===== config.mk =====
export PLATFORM = sky130hd
export DESIGN_NAME = button_gesture_classifier
export DESIGN_NICKNAME = d
export VERILOG_FILES = /design/src/sv/bgc_pkg.sv /design/src/sv/bgc_core.sv /design/src/sv/button_gesture_classifier.sv
export SDC_FILE = /design/constraint.sdc
export NUM_CORES = 1
export LEC_CHECK = 0
export ABC_AREA = 1
export BUFFER_PORTS_ARGS = -buffer_cell sky130_fd_sc_hd__buf_2
export CAP_MARGIN = 20
export CORE_MARGIN = 1.5
export CORE_UTILIZATION = 53
export CTS_CLUSTER_SIZE = 25
export DETAILED_ROUTE_END_ITERATION = 6
export GPL_TIMING_DRIVEN = 0
export PLACE_DENSITY = 0.7
export REMOVE_ABC_BUFFERS = 1
export SLEW_MARGIN = 20
export SYNTH_ARGS = -nofsm -noshare
export SYNTH_HDL_FRONTEND = slang
export SYNTH_SLANG_ARGS = --single-unit

===== constraint.sdc =====
create_clock -name i_clk -period 8.9 [get_ports i_clk]
set_clock_uncertainty 0.2 [all_clocks]
set_input_delay 2.225 -clock i_clk [delete_from_list [all_inputs] [get_ports i_clk]]
set_output_delay 2.225 -clock i_clk [all_outputs]
set_load 0.02 [all_outputs]

===== src/sv/bgc_pkg.sv =====
// Shared types and constants of the button gesture classifier.
`default_nettype none
package bgc_pkg;

    localparam int unsigned TimeW   = 32;
    localparam int unsigned MsW     = 16;
    localparam int unsigned CountW  = 4;
    localparam int unsigned TallyW  = 8;
    localparam int unsigned SpanW   = MsW + CountW;
    localparam int unsigned CfgIdxW = 3;
    localparam int unsigned CfgW    = 16;
    localparam int unsigned InDataW  = 40;
    localparam int unsigned OutDataW = 8;

    // register indexes of the configuration port
    localparam logic [CfgIdxW-1:0] REG_SHORT_MAX    = 3'd0;
    localparam logic [CfgIdxW-1:0] REG_MEDIUM_HOLD  = 3'd1;
    localparam logic [CfgIdxW-1:0] REG_LONG_HOLD    = 3'd2;
    localparam logic [CfgIdxW-1:0] REG_MULTI_WINDOW = 3'd3;
    localparam logic [CfgIdxW-1:0] REG_MULTI_COUNT  = 3'd4;

    // reset values of the configuration registers
    localparam logic [MsW-1:0]    RST_SHORT_MAX    = 16'd2000;
    localparam logic [MsW-1:0]    RST_MEDIUM_HOLD  = 16'd2000;
    localparam logic [MsW-1:0]    RST_LONG_HOLD    = 16'd5000;
    localparam logic [MsW-1:0]    RST_MULTI_WINDOW = 16'd500;
    localparam logic [CountW-1:0] RST_MULTI_COUNT  = 4'd3;

    localparam logic [TallyW-1:0] TALLY_MAX = 8'hFF;

    typedef enum logic [1:0] {
        MODE_IDLE    = 2'd0,
        MODE_PRESSED = 2'd1,
        MODE_WAITING = 2'd2
    } t_mode;

    // one result beat
    typedef struct packed {
        logic keep_awake;
        logic multi_event;
        logic long_event;
        logic medium_event;
        logic short_event;
    } t_result;

endpackage
`default_nettype wire


===== src/sv/bgc_core.sv =====
// Gesture state, configuration registers and per-tick classification logic.
`default_nettype none
module bgc_core (
    input  wire logic                           i_clk,
    input  wire logic                           i_rst_n,
    input  wire logic                           i_cfg_wr_en,
    input  wire logic [bgc_pkg::CfgIdxW-1:0]    i_cfg_addr,
    input  wire logic [bgc_pkg::CfgW-1:0]       i_cfg_wdata,
    input  wire logic                           i_step,
    input  wire logic                           i_pressed,
    input  wire logic [bgc_pkg::TimeW-1:0]      i_now,
    output bgc_pkg::t_result                    o_result
);

    logic [bgc_pkg::MsW-1:0]    r_short_max;
    logic [bgc_pkg::MsW-1:0]    r_medium_hold;
    logic [bgc_pkg::MsW-1:0]    r_long_hold;
    logic [bgc_pkg::MsW-1:0]    r_multi_window;
    logic [bgc_pkg::CountW-1:0] r_multi_count;
    logic [bgc_pkg::SpanW-1:0]  r_span;

    logic                        r_last, n_last;
    bgc_pkg::t_mode              r_mode, n_mode;
    logic [bgc_pkg::TallyW-1:0]  r_tally, n_tally;
    logic [bgc_pkg::TimeW-1:0]   r_hold, n_hold;
    logic [bgc_pkg::TimeW-1:0]   r_release, n_release;
    logic [bgc_pkg::TimeW-1:0]   r_first, n_first;
    logic                        r_med_fired, n_med_fired;
    logic                        r_long_fired, n_long_fired;

    bgc_pkg::t_result c_ev;

    // configuration registers; span is re-registered from window and count
    always_ff @(posedge i_clk) begin
        if (!i_rst_n) begin
            r_short_max    <= bgc_pkg::RST_SHORT_MAX;
            r_medium_hold  <= bgc_pkg::RST_MEDIUM_HOLD;
            r_long_hold    <= bgc_pkg::RST_LONG_HOLD;
            r_multi_window <= bgc_pkg::RST_MULTI_WINDOW;
            r_multi_count  <= bgc_pkg::RST_MULTI_COUNT;
        end else if (i_cfg_wr_en) begin
            case (i_cfg_addr)
                bgc_pkg::REG_SHORT_MAX:    r_short_max    <= i_cfg_wdata;
                bgc_pkg::REG_MEDIUM_HOLD:  r_medium_hold  <= i_cfg_wdata;
                bgc_pkg::REG_LONG_HOLD:    r_long_hold    <= i_cfg_wdata;
                bgc_pkg::REG_MULTI_WINDOW: r_multi_window <= i_cfg_wdata;
                bgc_pkg::REG_MULTI_COUNT:  r_multi_count  <= i_cfg_wdata[bgc_pkg::CountW-1:0];
                default: ;
            endcase
        end
    end

    always_ff @(posedge i_clk) begin
        r_span <= bgc_pkg::SpanW'(r_multi_window) * bgc_pkg::SpanW'(r_multi_count);
    end

    // next state
    always_comb begin
        logic [bgc_pkg::TimeW-1:0]  held;
        logic [bgc_pkg::TimeW-1:0]  span32;
        logic [bgc_pkg::TallyW-1:0] cnt8;
        logic                       go_idle;

        span32 = bgc_pkg::TimeW'(r_span);
        cnt8   = bgc_pkg::TallyW'(r_multi_count);
        held   = '0;
        go_idle = 1'b0;

        n_last       = i_pressed;
        n_mode       = r_mode;
        n_tally      = r_tally;
        n_hold       = r_hold;
        n_release    = r_release;
        n_first      = r_first;
        n_med_fired  = r_med_fired;
        n_long_fired = r_long_fired;
        c_ev         = '0;

        if (!r_last && i_pressed) begin
            n_mode       = bgc_pkg::MODE_PRESSED;
            n_hold       = i_now;
            n_med_fired  = 1'b0;
            n_long_fired = 1'b0;
            c_ev.short_event = 1'b1;
        end else if (r_last && !i_pressed) begin
            held      = i_now - r_hold;
            n_release = i_now;
            if (r_mode == bgc_pkg::MODE_PRESSED) begin
                if (held < bgc_pkg::TimeW'(r_short_max)) begin
                    if (r_tally != bgc_pkg::TALLY_MAX) begin
                        n_tally = r_tally + 8'd1;
                    end
                    if (n_tally == 8'd1) begin
                        n_first = i_now;
                        n_mode  = bgc_pkg::MODE_WAITING;
                    end else if (n_tally == cnt8) begin
                        if ((i_now - r_first) <= span32) begin
                            c_ev.multi_event = 1'b1;
                        end else begin
                            go_idle = 1'b1;
                        end
                    end else if (n_tally > cnt8) begin
                        if ((i_now - r_first) > span32) begin
                            go_idle = 1'b1;
                        end
                    end
                end else begin
                    go_idle = 1'b1;
                end
            end
        end

        if (go_idle) begin
            n_mode       = bgc_pkg::MODE_IDLE;
            n_tally      = '0;
            n_med_fired  = 1'b0;
            n_long_fired = 1'b0;
        end

        // hold thresholds: long takes priority on a given tick
        if (n_mode == bgc_pkg::MODE_PRESSED && i_pressed) begin
            held = i_now - n_hold;
            if (held >= bgc_pkg::TimeW'(r_long_hold) && !n_long_fired) begin
                c_ev.long_event = 1'b1;
                n_long_fired    = 1'b1;
            end else if (held >= bgc_pkg::TimeW'(r_medium_hold) && !n_med_fired) begin
                c_ev.medium_event = 1'b1;
                n_med_fired       = 1'b1;
            end
        end

        // wait timeout, checked on the entering tick too
        go_idle = 1'b0;
        if (n_mode == bgc_pkg::MODE_WAITING) begin
            if (n_tally >= cnt8) begin
                go_idle = (i_now - n_first) > span32;
            end else if (n_tally == 8'd1) begin
                go_idle = (i_now - n_release) > bgc_pkg::TimeW'(r_multi_window);
            end
        end
        if (go_idle) begin
            n_mode       = bgc_pkg::MODE_IDLE;
            n_tally      = '0;
            n_med_fired  = 1'b0;
            n_long_fired = 1'b0;
        end
    end

    // outputs
    always_comb begin
        o_result            = c_ev;
        o_result.keep_awake = i_pressed;
    end

    always_ff @(posedge i_clk) begin
        if (!i_rst_n) begin
            r_last       <= 1'b0;
            r_mode       <= bgc_pkg::MODE_IDLE;
            r_tally      <= '0;
            r_hold       <= '0;
            r_release    <= '0;
            r_first      <= '0;
            r_med_fired  <= 1'b0;
            r_long_fired <= 1'b0;
        end else if (i_step) begin
            r_last       <= n_last;
            r_mode       <= n_mode;
            r_tally      <= n_tally;
            r_hold       <= n_hold;
            r_release    <= n_release;
            r_first      <= n_first;
            r_med_fired  <= n_med_fired;
            r_long_fired <= n_long_fired;
        end
    end

    a_short_not_multi: assert property (@(posedge i_clk) disable iff (!i_rst_n)
        i_step |-> !(o_result.short_event && o_result.multi_event))
        else $error("short and multi events on one tick");

    a_long_not_medium: assert property (@(posedge i_clk) disable iff (!i_rst_n)
        i_step |-> !(o_result.long_event && o_result.medium_event))
        else $error("long and medium events on one tick");

    a_idle_tally_zero: assert property (@(posedge i_clk) disable iff (!i_rst_n)
        r_mode == bgc_pkg::MODE_IDLE |-> r_tally == '0)
        else $error("press tally nonzero in idle mode");

    a_short_enters_pressed: assert property (@(posedge i_clk) disable iff (!i_rst_n)
        i_step && o_result.short_event |=> r_mode == bgc_pkg::MODE_PRESSED)
        else $error("press edge did not enter pressed mode");

endmodule
`default_nettype wire


===== src/sv/button_gesture_classifier.sv =====
// Top level of the button gesture classifier: stream ports, beat registers, core.
`default_nettype none
// Each input beat is one update tick: the debounced button level and a 32-bit
// millisecond timestamp (differences wrap modulo 2^32). Every tick yields
// exactly one output beat with four one-tick event flags (short on the press
// edge, medium and long when the hold reaches its threshold, multi when
// multi_count short presses complete within multi_window_ms * multi_count of
// the first release) plus keep_awake, a copy of the level. Throughput is one
// beat per clock while m_axis_tready does not stall it; a beat passes through
// the input register and then the result register around the single-pass
// classification logic. The output register lets a new beat in while a
// finished result waits. Writes to the window and count registers reach the
// multi-press span only once the span is re-registered from them.
module button_gesture_classifier (
    input  wire logic                           i_clk,
    input  wire logic                           i_rst_n,
    input  wire logic                           i_cfg_wr_en,
    input  wire logic [bgc_pkg::CfgIdxW-1:0]    i_cfg_addr,
    input  wire logic [bgc_pkg::CfgW-1:0]       i_cfg_wdata,
    input  wire logic                           s_axis_tvalid,
    output      logic                           s_axis_tready,
    // [0] pressed, [32:1] now_ms, [39:33] zero
    input  wire logic [bgc_pkg::InDataW-1:0]    s_axis_tdata,
    output      logic                           m_axis_tvalid,
    input  wire logic                           m_axis_tready,
    // [0] short_event, [1] medium_event, [2] long_event, [3] multi_event,
    // [4] keep_awake, [7:5] zero
    output      logic [bgc_pkg::OutDataW-1:0]   m_axis_tdata
);

    logic                         r_in_valid;
    logic                         r_in_pressed;
    logic [bgc_pkg::TimeW-1:0]    r_in_now;
    logic                         r_out_valid;
    bgc_pkg::t_result             r_out;
    bgc_pkg::t_result             w_result;
    logic                         w_step;

    // advance the held tick when the result register is free or draining
    assign w_step        = r_in_valid && (!r_out_valid || m_axis_tready);
    assign s_axis_tready = !r_in_valid || w_step;

    always_ff @(posedge i_clk) begin
        if (!i_rst_n) begin
            r_in_valid <= 1'b0;
        end else if (s_axis_tready) begin
            r_in_valid <= s_axis_tvalid;
        end
    end

    // hold the input payload until it is classified
    always_ff @(posedge i_clk) begin
        if (s_axis_tready && s_axis_tvalid) begin
            r_in_pressed <= s_axis_tdata[0];
            r_in_now     <= s_axis_tdata[bgc_pkg::TimeW:1];
        end
    end

    bgc_core u_core (
        .i_clk       (i_clk),
        .i_rst_n     (i_rst_n),
        .i_cfg_wr_en (i_cfg_wr_en),
        .i_cfg_addr  (i_cfg_addr),
        .i_cfg_wdata (i_cfg_wdata),
        .i_step      (w_step),
        .i_pressed   (r_in_pressed),
        .i_now       (r_in_now),
        .o_result    (w_result)
    );

    always_ff @(posedge i_clk) begin
        if (!i_rst_n) begin
            r_out_valid <= 1'b0;
        end else if (w_step) begin
            r_out_valid <= 1'b1;
        end else if (m_axis_tready) begin
            r_out_valid <= 1'b0;
        end
    end

    always_ff @(posedge i_clk) begin
        if (w_step) begin
            r_out <= w_result;
        end
    end

    assign m_axis_tvalid = r_out_valid;
    assign m_axis_tdata  = bgc_pkg::OutDataW'(r_out);

endmodule
`default_nettype wire

Yosys cells after proc, flatten, opt, wreduce, memory -nomap -nowiden
Index checks and enable logic that the tools add are counted.

word-level totals
  register bits = 237
  input port bits = 64
  output and inout port bits = 10
  logic and storage cells = 134

operators by class
  add/subtract/negate cells = 6
  multiply operators = 1
  $lt $le $gt $ge = 9
  equality and inequality tests = 11
  muxes and demuxes = 55
  bitwise operators = 5
  reduce and logical (&&, ||, !) cells = 24

operators with widths
  kind                                                  number
  two-way mux 32 bit                                    8
  subtractor 32 bit                                     5
  two-way mux 8 bit                                     11
  greater-or-equal comparator 32 x 16 -> 1 bit          2
  > comparator 32 x 20 -> 1 bit                         2
  > comparator 32 x 16 -> 1 bit                         1
  less-or-equal comparator 32 x 20 -> 1 bit             1
  < comparator 32 x 16 -> 1 bit                         1
  two-way mux 1 bit                                     29
  multiplier 16 x 4 -> 20 bit                           1
  equality test 8 x 1 -> 1 bit (second input constant)  2
  two-way mux 2 bit                                     7
  AND reduction 2 bit                                   5
  adder 8 x 1 -> 8 bit (second input constant)          1
  equality test 8 x 4 -> 1 bit                          1
  greater-or-equal comparator 8 x 4 -> 1 bit            1
  > comparator 8 x 4 -> 1 bit                           1
  inequality test 8 bit (second input constant)         1
  logical AND 1 bit                                     7
  equality test 3 x 2 -> 1 bit (second input constant)  2
  logical NOT 1 bit                                     6
  OR reduction 6 bit                                    1
  inverter 1 bit                                        5
  equality test 2 x 1 -> 1 bit (second input constant)  2
  other kinds (7)                                       8

Longest topological paths before layout
Gate-level depths: netlist (run 1).

  depth after elaboration = 21
  mapped depth = 53
  gate-level depth less buffers = 51

By module
A second synthesis (run 1) with hierarchy kept.

second synthesis, totals
  cell total of the unflattened synthesis = 3880
  area, all modules = 24684.9 um^2

modules (own cells, without submodules)
  module                     instances  cells an instance  area each (um^2)  seq. area each (um^2)
  bgc_core                   1          3825               23422.5           3943.8
  button_gesture_classifier  1          55                 1262.5            1181.1

Worst setup path before layout (run 1)
OpenSTA, ideal clock, no wires.

  path type = reg-to-reg
  start = reg r_in_now[1] (netlist bit)
  end = reg u_core.r_tally[7] (netlist bit)
  setup time = 69 ps
  data arrival time = 6362 ps
  data required time = 8631 ps
  setup slack = 2268 ps
  cell stages (with the launch flop) = 46
  path buffers = 2
  period minus slack after synthesis = 6632 ps
  cell sequence = edfxtp_1 -> inv_1 -> fa_1 -> inv_1 -> nand2_1 -> nand3_2 -> nand2_1 -> nand3_1 -> xor2_1 -> ha_1 -> nand2_1 -> a21oi_1 -> a211oi_1 -> nand2_1 -> nor2_1 -> nand3_2 -> nor2_4 -> nand4_2 -> (+10 left out) -> xor2_1 -> ha_1 -> nand4_1 -> a31oi_1 -> nor3_1 -> nand3_1 -> nand2_1 -> nand2_1 -> nand2_1 -> nand4_1 -> nor2_1 -> nand4_1 -> nor2_1 -> nand2_1 -> nand3_2 -> buf_6 -> nand2_1 -> a21oi_2

between the ends
  word-level cells in the longest chain between the ends = 16
  elaborated cells between the ends (all ways) = 42
  those cells by class = 4 x add/sub; 6 x order compare; 2 x eq/ne; 30 x mux

RTL lines
  item                                                        RTL line                         source
  start: declaration                                          button_gesture_classifier.sv:33  logic [bgc_pkg::TimeW-1:0] r_in_now;
  start signal: assignment                                    button_gesture_classifier.sv:55  r_in_now <= s_axis_tdata[bgc_pkg::TimeW:1];
  branches (longest 15 deep; another with subtractor 32 bit)  n/a
  two-way mux 8 bit *                                         bgc_core.sv:141                  if (go_idle) begin
  end signal: assignment                                      bgc_core.sv:168                  r_tally <= n_tally;
  end: declaration                                            bgc_core.sv:24                   logic [bgc_pkg::TallyW-1:0] r_tally, n_tally;

Every way passes the cells marked *.
A chain may end at the register's enable or synchronous reset.

Worst setup path in the final report (run 1)
  start = reg r_in_now[4] (netlist bit)
  end = reg u_core.r_tally[7] (netlist bit)

The elaborated chain is that of the path after synthesis.

==> results.md, run 1 <==
- Status: complete, but fails checks
- Failing checks: design-rule violations
- Die X: 218.0 um
- Maxcap violations: 0
- Dpl cells: 4432
- Post-synthesis cell count: 3843
- CTS Sinks: 237
- GR Util All Layers: 0.3135
- Num ports: 74
- Gr ovfl total: 0
- Largest net degree at the start of global routing: 70
- Asr flop ratio synth: 0
- Antenna Cells: 0
- DRC Markers: 2
- GPL Wtd Cong: 0.9973
- Most frequent cells in the layout: 1020 x nand2_1, 622 x inv_1, 334 x nor2_1
- Crit path top cell by count: nand2_1
- H-tree depth: 1
- Hold Vio Cnt, Final: 0
- Final period utilization: 0.9440
- CTS Buffer Depth: 3
- Peak VDD IR: 0.1579 mV
- FP Rows: 78
- Fillers: 4623
- Worst path slowest cell: edfxtp_1
- Die height: 218.0 um
- CP arrival: 8.73 ns
- Final nets: 4260
- Yosys reg bits: 237
- DR vias/cell: 5.458
- Setup violation total in the final timing report: 0
- Vias in the first global route: 22870
- Library cells used by synthesis: 56
- Critical path type: flop to flop
- Crit. End Element: flop
- Layout cell share with drive strength beyond 1: 0.06268
- Yosys warns: 0
- Post-synth top flop: dfxtp_1
- Hold Crit Class: flop to flop
- Initial DRC count: 1584
- Post-Route WL: 74910 um
- Initial antenna violation count: 0
- Clock latency on the worst-skew pair: 0.60 ns
- Root Buffer: clkbuf_16
- Tot Pwr: 3.882 mW
- Die ar.: 0.04751 mm^2
- HPWL Detailed: 61470 um
- Crit Path Max Fanout: 42
- PwrDens: 146.5 mW/mm^2
- Final core area utilization: 0.5826
- Average instance area after synthesis: 6.373 um^2
- Highest Clock Rate: 0.1190 GHz
- Cell Area, Synth: 0.02449 mm^2
- Routed length per placed instance: 16.67 um
- Max-Slew Margin vs Limit: 0.2863
- Period minus WS final: 8.401 ns
- TritonCTS clock tree: built
- EDFF count, synth: 38
- Worst-margin pin slew: 1.061 ns
- Port Buffers: 63
- Crit path launch type: flop
- Non-filler instance count after layout: 4493
- Clock slew at reported path FFs: 0.06 ns
- Pre-antenna DRT Iters: 7
- Worst path max stage delay: 0.64 ns
- Core Area: 0.04548 mm^2
- First-pass GRT wire length: 117700 um
- Sequential area share after synthesis: 0.2092
- Leak pwr: 13.18 nW
- TNS Setup: 0 ns
- WHS: 0.2583 ns
- Slew Viols, Final: 0
- CTS Buf Count: 30
- Area Growth Syn to Fin: 8.189%
- Starting Density: 0.5385
- Vias: 24520
- Remaining antenna violation count after routing: 0
- Req. time, crit path: 9.22 ns
- Most common cell after layout, fill and taps aside: nand2_1
[routing by layer]
metal / GRT usage / vias up / wire length (um)
met1: 0.4106 / 11150 / 33250
met3: 0.02775 / 158 / 4674
met2: 0.5313 / 686 / 33870
met4: 0.1239 / 0 / 3109
li1: - / 12530 / -
met5: 0 / - / 0
[cell usage after synthesis (27+ instances only)]
library cell / instances / share of area
dfxtp_1: 199 / 0.16
nand4_1: 63 / 0.016
edfxtp_1: 38 / 0.047
a211oi_1: 68 / 0.021
inv_1: 625 / 0.096
xor2_1: 91 / 0.033
nor2_1: 337 / 0.052
ha_1: 292 / 0.15
nand2_2: 27 / 0.0069
xnor2_1: 36 / 0.013
nor3_1: 32 / 0.0065
clkbuf_1: 76 / 0.012
nand3_1: 152 / 0.031
nand2_1: 1022 / 0.16
fa_1: 33 / 0.027
a21oi_1: 292 / 0.060
o21ai_0: 256 / 0.052
[final cells by class]
| class | count | area, um^2 | share of cell area |
|---|---|---|---|
| clock buffer | 37 | 797.0 | 0.03008 |
| sequential | 237 | 5125 | 0.1934 |
| multi-input combinational | 2877 | 16680 | 0.6295 |
| inverter | 647 | 2432 | 0.09179 |
| timing repair buffer | 78 | 550.5 | 0.02078 |
| clock inverter | 17 | 162.7 | 0.006138 |
| tap | 600 | 750.7 | 0.02833 |
[worst paths after layout]
check / start / end / slack [ns] / cells past startpoint
max: r_in_now[4] / u_core.r_tally[7] / 0.50 / 46
min: u_core.r_long_hold[5] / u_core.r_long_hold[5] / 0.26 / 2
min reg2reg: u_core.r_long_hold[5] / u_core.r_long_hold[5] / 0.26 / 2
max reg2reg: r_in_now[4] / u_core.r_tally[7] / 0.50 / 46
[critical path: cells and delay by family (launching register included)]
| kind | cells | cell delay (ns) |
|---|---|---|
| compound gates | 7 | 1.08 |
| simple gates | 30 | 3.78 |
| flops | 1 | 0.64 |
| fa+ha+maj | 4 | 1.59 |
| buf+inv | 3 | 0.51 |
| xor+xnor | 2 | 0.49 |
[sequential cells by signal, summed over array words and instances, names as in the netlist, 2 cells and up]
register / cells
m_axis_tdata: 5
u_core.r_hold: 32
u_core.r_short_max: 16
r_in_now: 32
u_core.r_multi_window: 16
u_core.r_tally: 8
u_core.r_mode: 2
u_core.r_release: 32
u_core.r_long_hold: 16
u_core.r_span: 20
u_core.r_medium_hold: 16
u_core.r_first: 32
u_core.r_multi_count: 4
[kinds of logic after synthesis]
group | Yosys count | synth area share
simple gates | 1694 | 0.2883
buf+inv | 732 | 0.1134
compound gates | 727 | 0.1673
fa+ha+maj | 325 | 0.1761
flops | 237 | 0.2092
xor+xnor | 127 | 0.04541
other cells | 1 | 0.0001531
[metrics by stage]
stage	instance area (um^2)	worst slack, ns
after floorplan	24150	1.051
after global placement	25220	-2.549
after detailed placement	25440	-0.6963
after CTS	26430	0.1209
after global routing	26500	-0.02184
final	26500	0.4988
[report_power, final]
part           internal, mW  total, mW  switching (mW)  leakage [nW]
sequential             1.15       1.21          0.0591          1.99
clock                 0.671       1.20           0.525         0.469
combinational         0.520       1.47           0.955          10.7
total                  2.34       3.88            1.54          13.2
[timing repair]
| item | CTS | global route |
|---|---|---|
| pin swaps | 1 | 2 |
| gates resized for setup | 2 | 7 |
| hold buffers | 0 | 0 |
| setup endpoints to repair | 11 | 11 |
| buffers inserted | 2 | 3 |
| gates cloned | 1 | 0 |
No activity file was read; power rests on OpenSTA's default activity.
==> run 2, diff against run 1 <==
Settings changed: ABC_AREA 1 to 0.
==> results.md, run 2 <==
- CTS Buf Count: 29 (-3.3%)
- Yosys warns: 0 (unchanged)
- Cell Area, Synth: 0.02312 mm^2 (-5.6%)
- Top cells by area, synth: dfxtp_1 17%, ha_1 16%, nand2_1 6.5%, edfxtp_1 4.9%, a21oi_1 4.8%
- Post-route met1 wirelength: 29260 um (-12%)
- Area Growth Syn to Fin: 10.99%
- Peak VDD IR: 0.1603 mV (+1.5%)
- Vias: 21490 (-12%)
- CTS Buffer Depth: 3 (unchanged)
- Count leader, synth: nand2_1
- Gr ovfl total: 0 (unchanged)
- Most frequent cells in the layout: 398 x nand2_1, 289 x ha_1, 230 x inv_1
- Post-Route WL: 65960 um (-12%)
- DRC Markers: 0 (-2)
- CTS Sinks: 237 (unchanged)
- WL met2: 31080 um (-8.2%)
- Root Buffer: clkbuf_16
- Area of placed instances: 0.02386 mm^2 (-6.2%)
- First-pass GRT wire length: 105800 um (-10%)
- Finished Cell Area: 0.02566 mm^2 (-3.1%)
- Highest Clock Rate: 0.1084 GHz (-8.9%)
- WHS: 0.2625 ns (+0.004183 ns)
- Post-synthesis cell count: 2939 (-24%)
- Top sig layer: met4
- Pre-antenna DRT Iters: 6 (-1)
- Leading area contributor after synthesis: dfxtp_1
- Library cells used by synthesis: 99 (+77%)
- Status: complete, but fails checks
- Die height: 211.9 um (-2.8%)
- Final period utilization: 1.036 (+0.09212)
- Crit path launch type: flop
- FP Rows: 76 (-2.6%)
- Hold Crit Class: flop to flop
- Final nets: 3371 (-21%)
- Final core area utilization: 0.5958 (+0.01312)
- Period minus WS final: 9.221 ns (+0.8198 ns)
- Critical path type: flop to flop
- Failing checks: negative setup slack
- Req. time, crit path: 9.21 ns (about the same)
- Dpl cells: 3486 (-21%)
- Core Area: 0.04308 mm^2 (-5.3%)
- Hold Vio Cnt, Final: 0 (unchanged)
- Num ports: 74 (unchanged)
- GR Util All Layers: 0.2933 (-0.02026)
- Port Buffers: 63 (unchanged)
- Max-Slew Margin vs Limit: 0.3250 (+0.03873)
- Most common cell after layout, fill and taps aside: nand2_1
- Remaining antenna violation count after routing: 0 (unchanged)
- H-tree depth: 1 (unchanged)
- Die ar.: 0.04489 mm^2 (-5.5%)
- EDFF count, synth: 38 (unchanged)
- Non-filler instance count after layout: 3591 (-20%)
- Leak pwr: 11.01 nW (-17%)
- GPL Wtd Cong: 0.9275 (-7.0%)
- Yosys reg bits: 237 (unchanged)
- Slew Viols, Final: 0 (unchanged)
- Crit Path Max Fanout: 5 (-88%)
- Post-synth top flop: dfxtp_1
- Maxcap violations: 0 (unchanged)
- Starting Density: 0.5368 (-0.001772)
- DR vias/cell: 5.983 (+9.6%)
- TNS Setup: -2.935 ns (-2.935 ns)
- Routed wl met3: 3601 um (-23%)
- Largest net degree at the start of global routing: 110 (+57%)
- RSZ-0062 raised after global routing: true
- Die X: 211.9 um (-2.8%)
- Worst path max stage delay: 0.55 ns (-0.09 ns)
- PnR worst setup slack: -0.3210 ns (-0.8198 ns)
- Setup violation total in the final timing report: 11 (+11)
- Share of the synthesized area in the top cell type: 0.1723 (+0.009638)
- Clock slew at reported path FFs: 0.06 ns (about the same)
- Sequential area share after synthesis: 0.2216 (+0.01240)
- Clock latency on the worst-skew pair: 0.59 ns (about the same)
- Delay-heaviest family, CP: compound AO/OA/AOI/OAI gates
- Post-cts hold buffer count: 0 (unchanged)
- Worst path slowest cell: or4b_4
- Tot Pwr: 3.616 mW (-6.8%)
- Crit path top cell by count: nand4_1
- Initial antenna violation count: 2 (+2)
- Worst-margin pin slew: 1.003 ns (-0.05756 ns)
- PwrDens: 140.9 mW/mm^2 (-3.8%)
- Asr flop ratio synth: 0 (unchanged)
- TritonCTS clock tree: built
- Average instance area after synthesis: 7.867 um^2 (+23%)
- Pre-CTS setup slack: -2.522 ns (-1.826 ns)
- Layout cell share with drive strength beyond 1: 0.09185 (+0.02917)
- Post-synth top cells: 400 x nand2_1, 292 x ha_1, 233 x inv_1
- CP arrival: 9.53 ns (+0.80 ns)
- Fillers: 3915 (-15%)
- Sum of buffers and inverters on the critical path: 5 (+2)
- Routed length per placed instance: 18.37 um (+10%)
- Crit. End Element: flop
- Initial DRC count: 1355 (-14%)
- Vias in the first global route: 20960 (-8.4%)
- HPWL Detailed: 51130 um (-17%)
[run 2: final cells by class]
cell class              instances  area (um^2)  area share
multi-input cells            2362        17040      0.6641
clock inverters                14        160.2    0.006241
well taps                     585        732.0     0.02852
flip-flops and latches        237         5125      0.1997
repair buffers                118        888.4     0.03462
clock buffers                  40        828.3     0.03228
inverters                     234        884.6     0.03447
diodes                          1        2.502  0.00009751
[run 2: kinds of logic after synthesis]
family | Yosys count | synth area share
simple gates | 982 | 0.2025
compound gates | 829 | 0.2406
buf+inv | 343 | 0.05839
fa+ha+maj | 325 | 0.1866
flops | 237 | 0.2216
xor+xnor | 117 | 0.04432
mux | 105 | 0.04578
other cells | 1 | 0.0001622
[run 2: what timing repair did]
| item | 4_1_cts | 5_1_grt |
|---|---|---|
| endpoints found under the setup margin | 11 | 11 |
| buffers inserted | 33 | 16 |
| cloned | 2 | 0 |
| gates resized for setup | 71 | 16 |
| pin swaps | 50 | 29 |
[run 2: where the power goes]
group / switching [mW] / internal [mW] / total, mW
Combinational: 0.713 / 0.494 / 1.21
Clock: 0.504 / 0.715 / 1.22
Sequential: 0.0501 / 1.14 / 1.19
Total: 1.27 / 2.35 / 3.62
[run 2: routing by layer]
layer | GRT usage | vias up
met5 | 0 | -
met4 | 0.09828 | 0
met3 | 0.03293 | 117
met2 | 0.5045 | 558
met1 | 0.3811 | 10200
li1 | - | 10610
[run 2: worst reg2reg max path: cells and delay by family (launching register included)]
kind | cells | cell delay, ns
AND/OR/NAND/NOR | 16 | 2.59
multiplexers | 1 | 0.23
AO/OA/AOI/OAI | 16 | 2.84
buffers and inverters | 5 | 0.81
XOR/XNOR | 2 | 0.30
flip-flops | 1 | 0.47
adder cells (fa/ha/maj) | 6 | 1.70
[run 2: path summary, 6_finish.rpt]
kind	startpoint	endpoint	slack [ns]	cells past startpoint
max	r_in_now[0]	u_core.r_mode[1]	-0.32	46
min	u_core.r_hold[19]	u_core.r_hold[19]	0.26	2
max reg2reg	r_in_now[0]	u_core.r_mode[1]	-0.32	46
min reg2reg	u_core.r_hold[19]	u_core.r_hold[19]	0.26	2
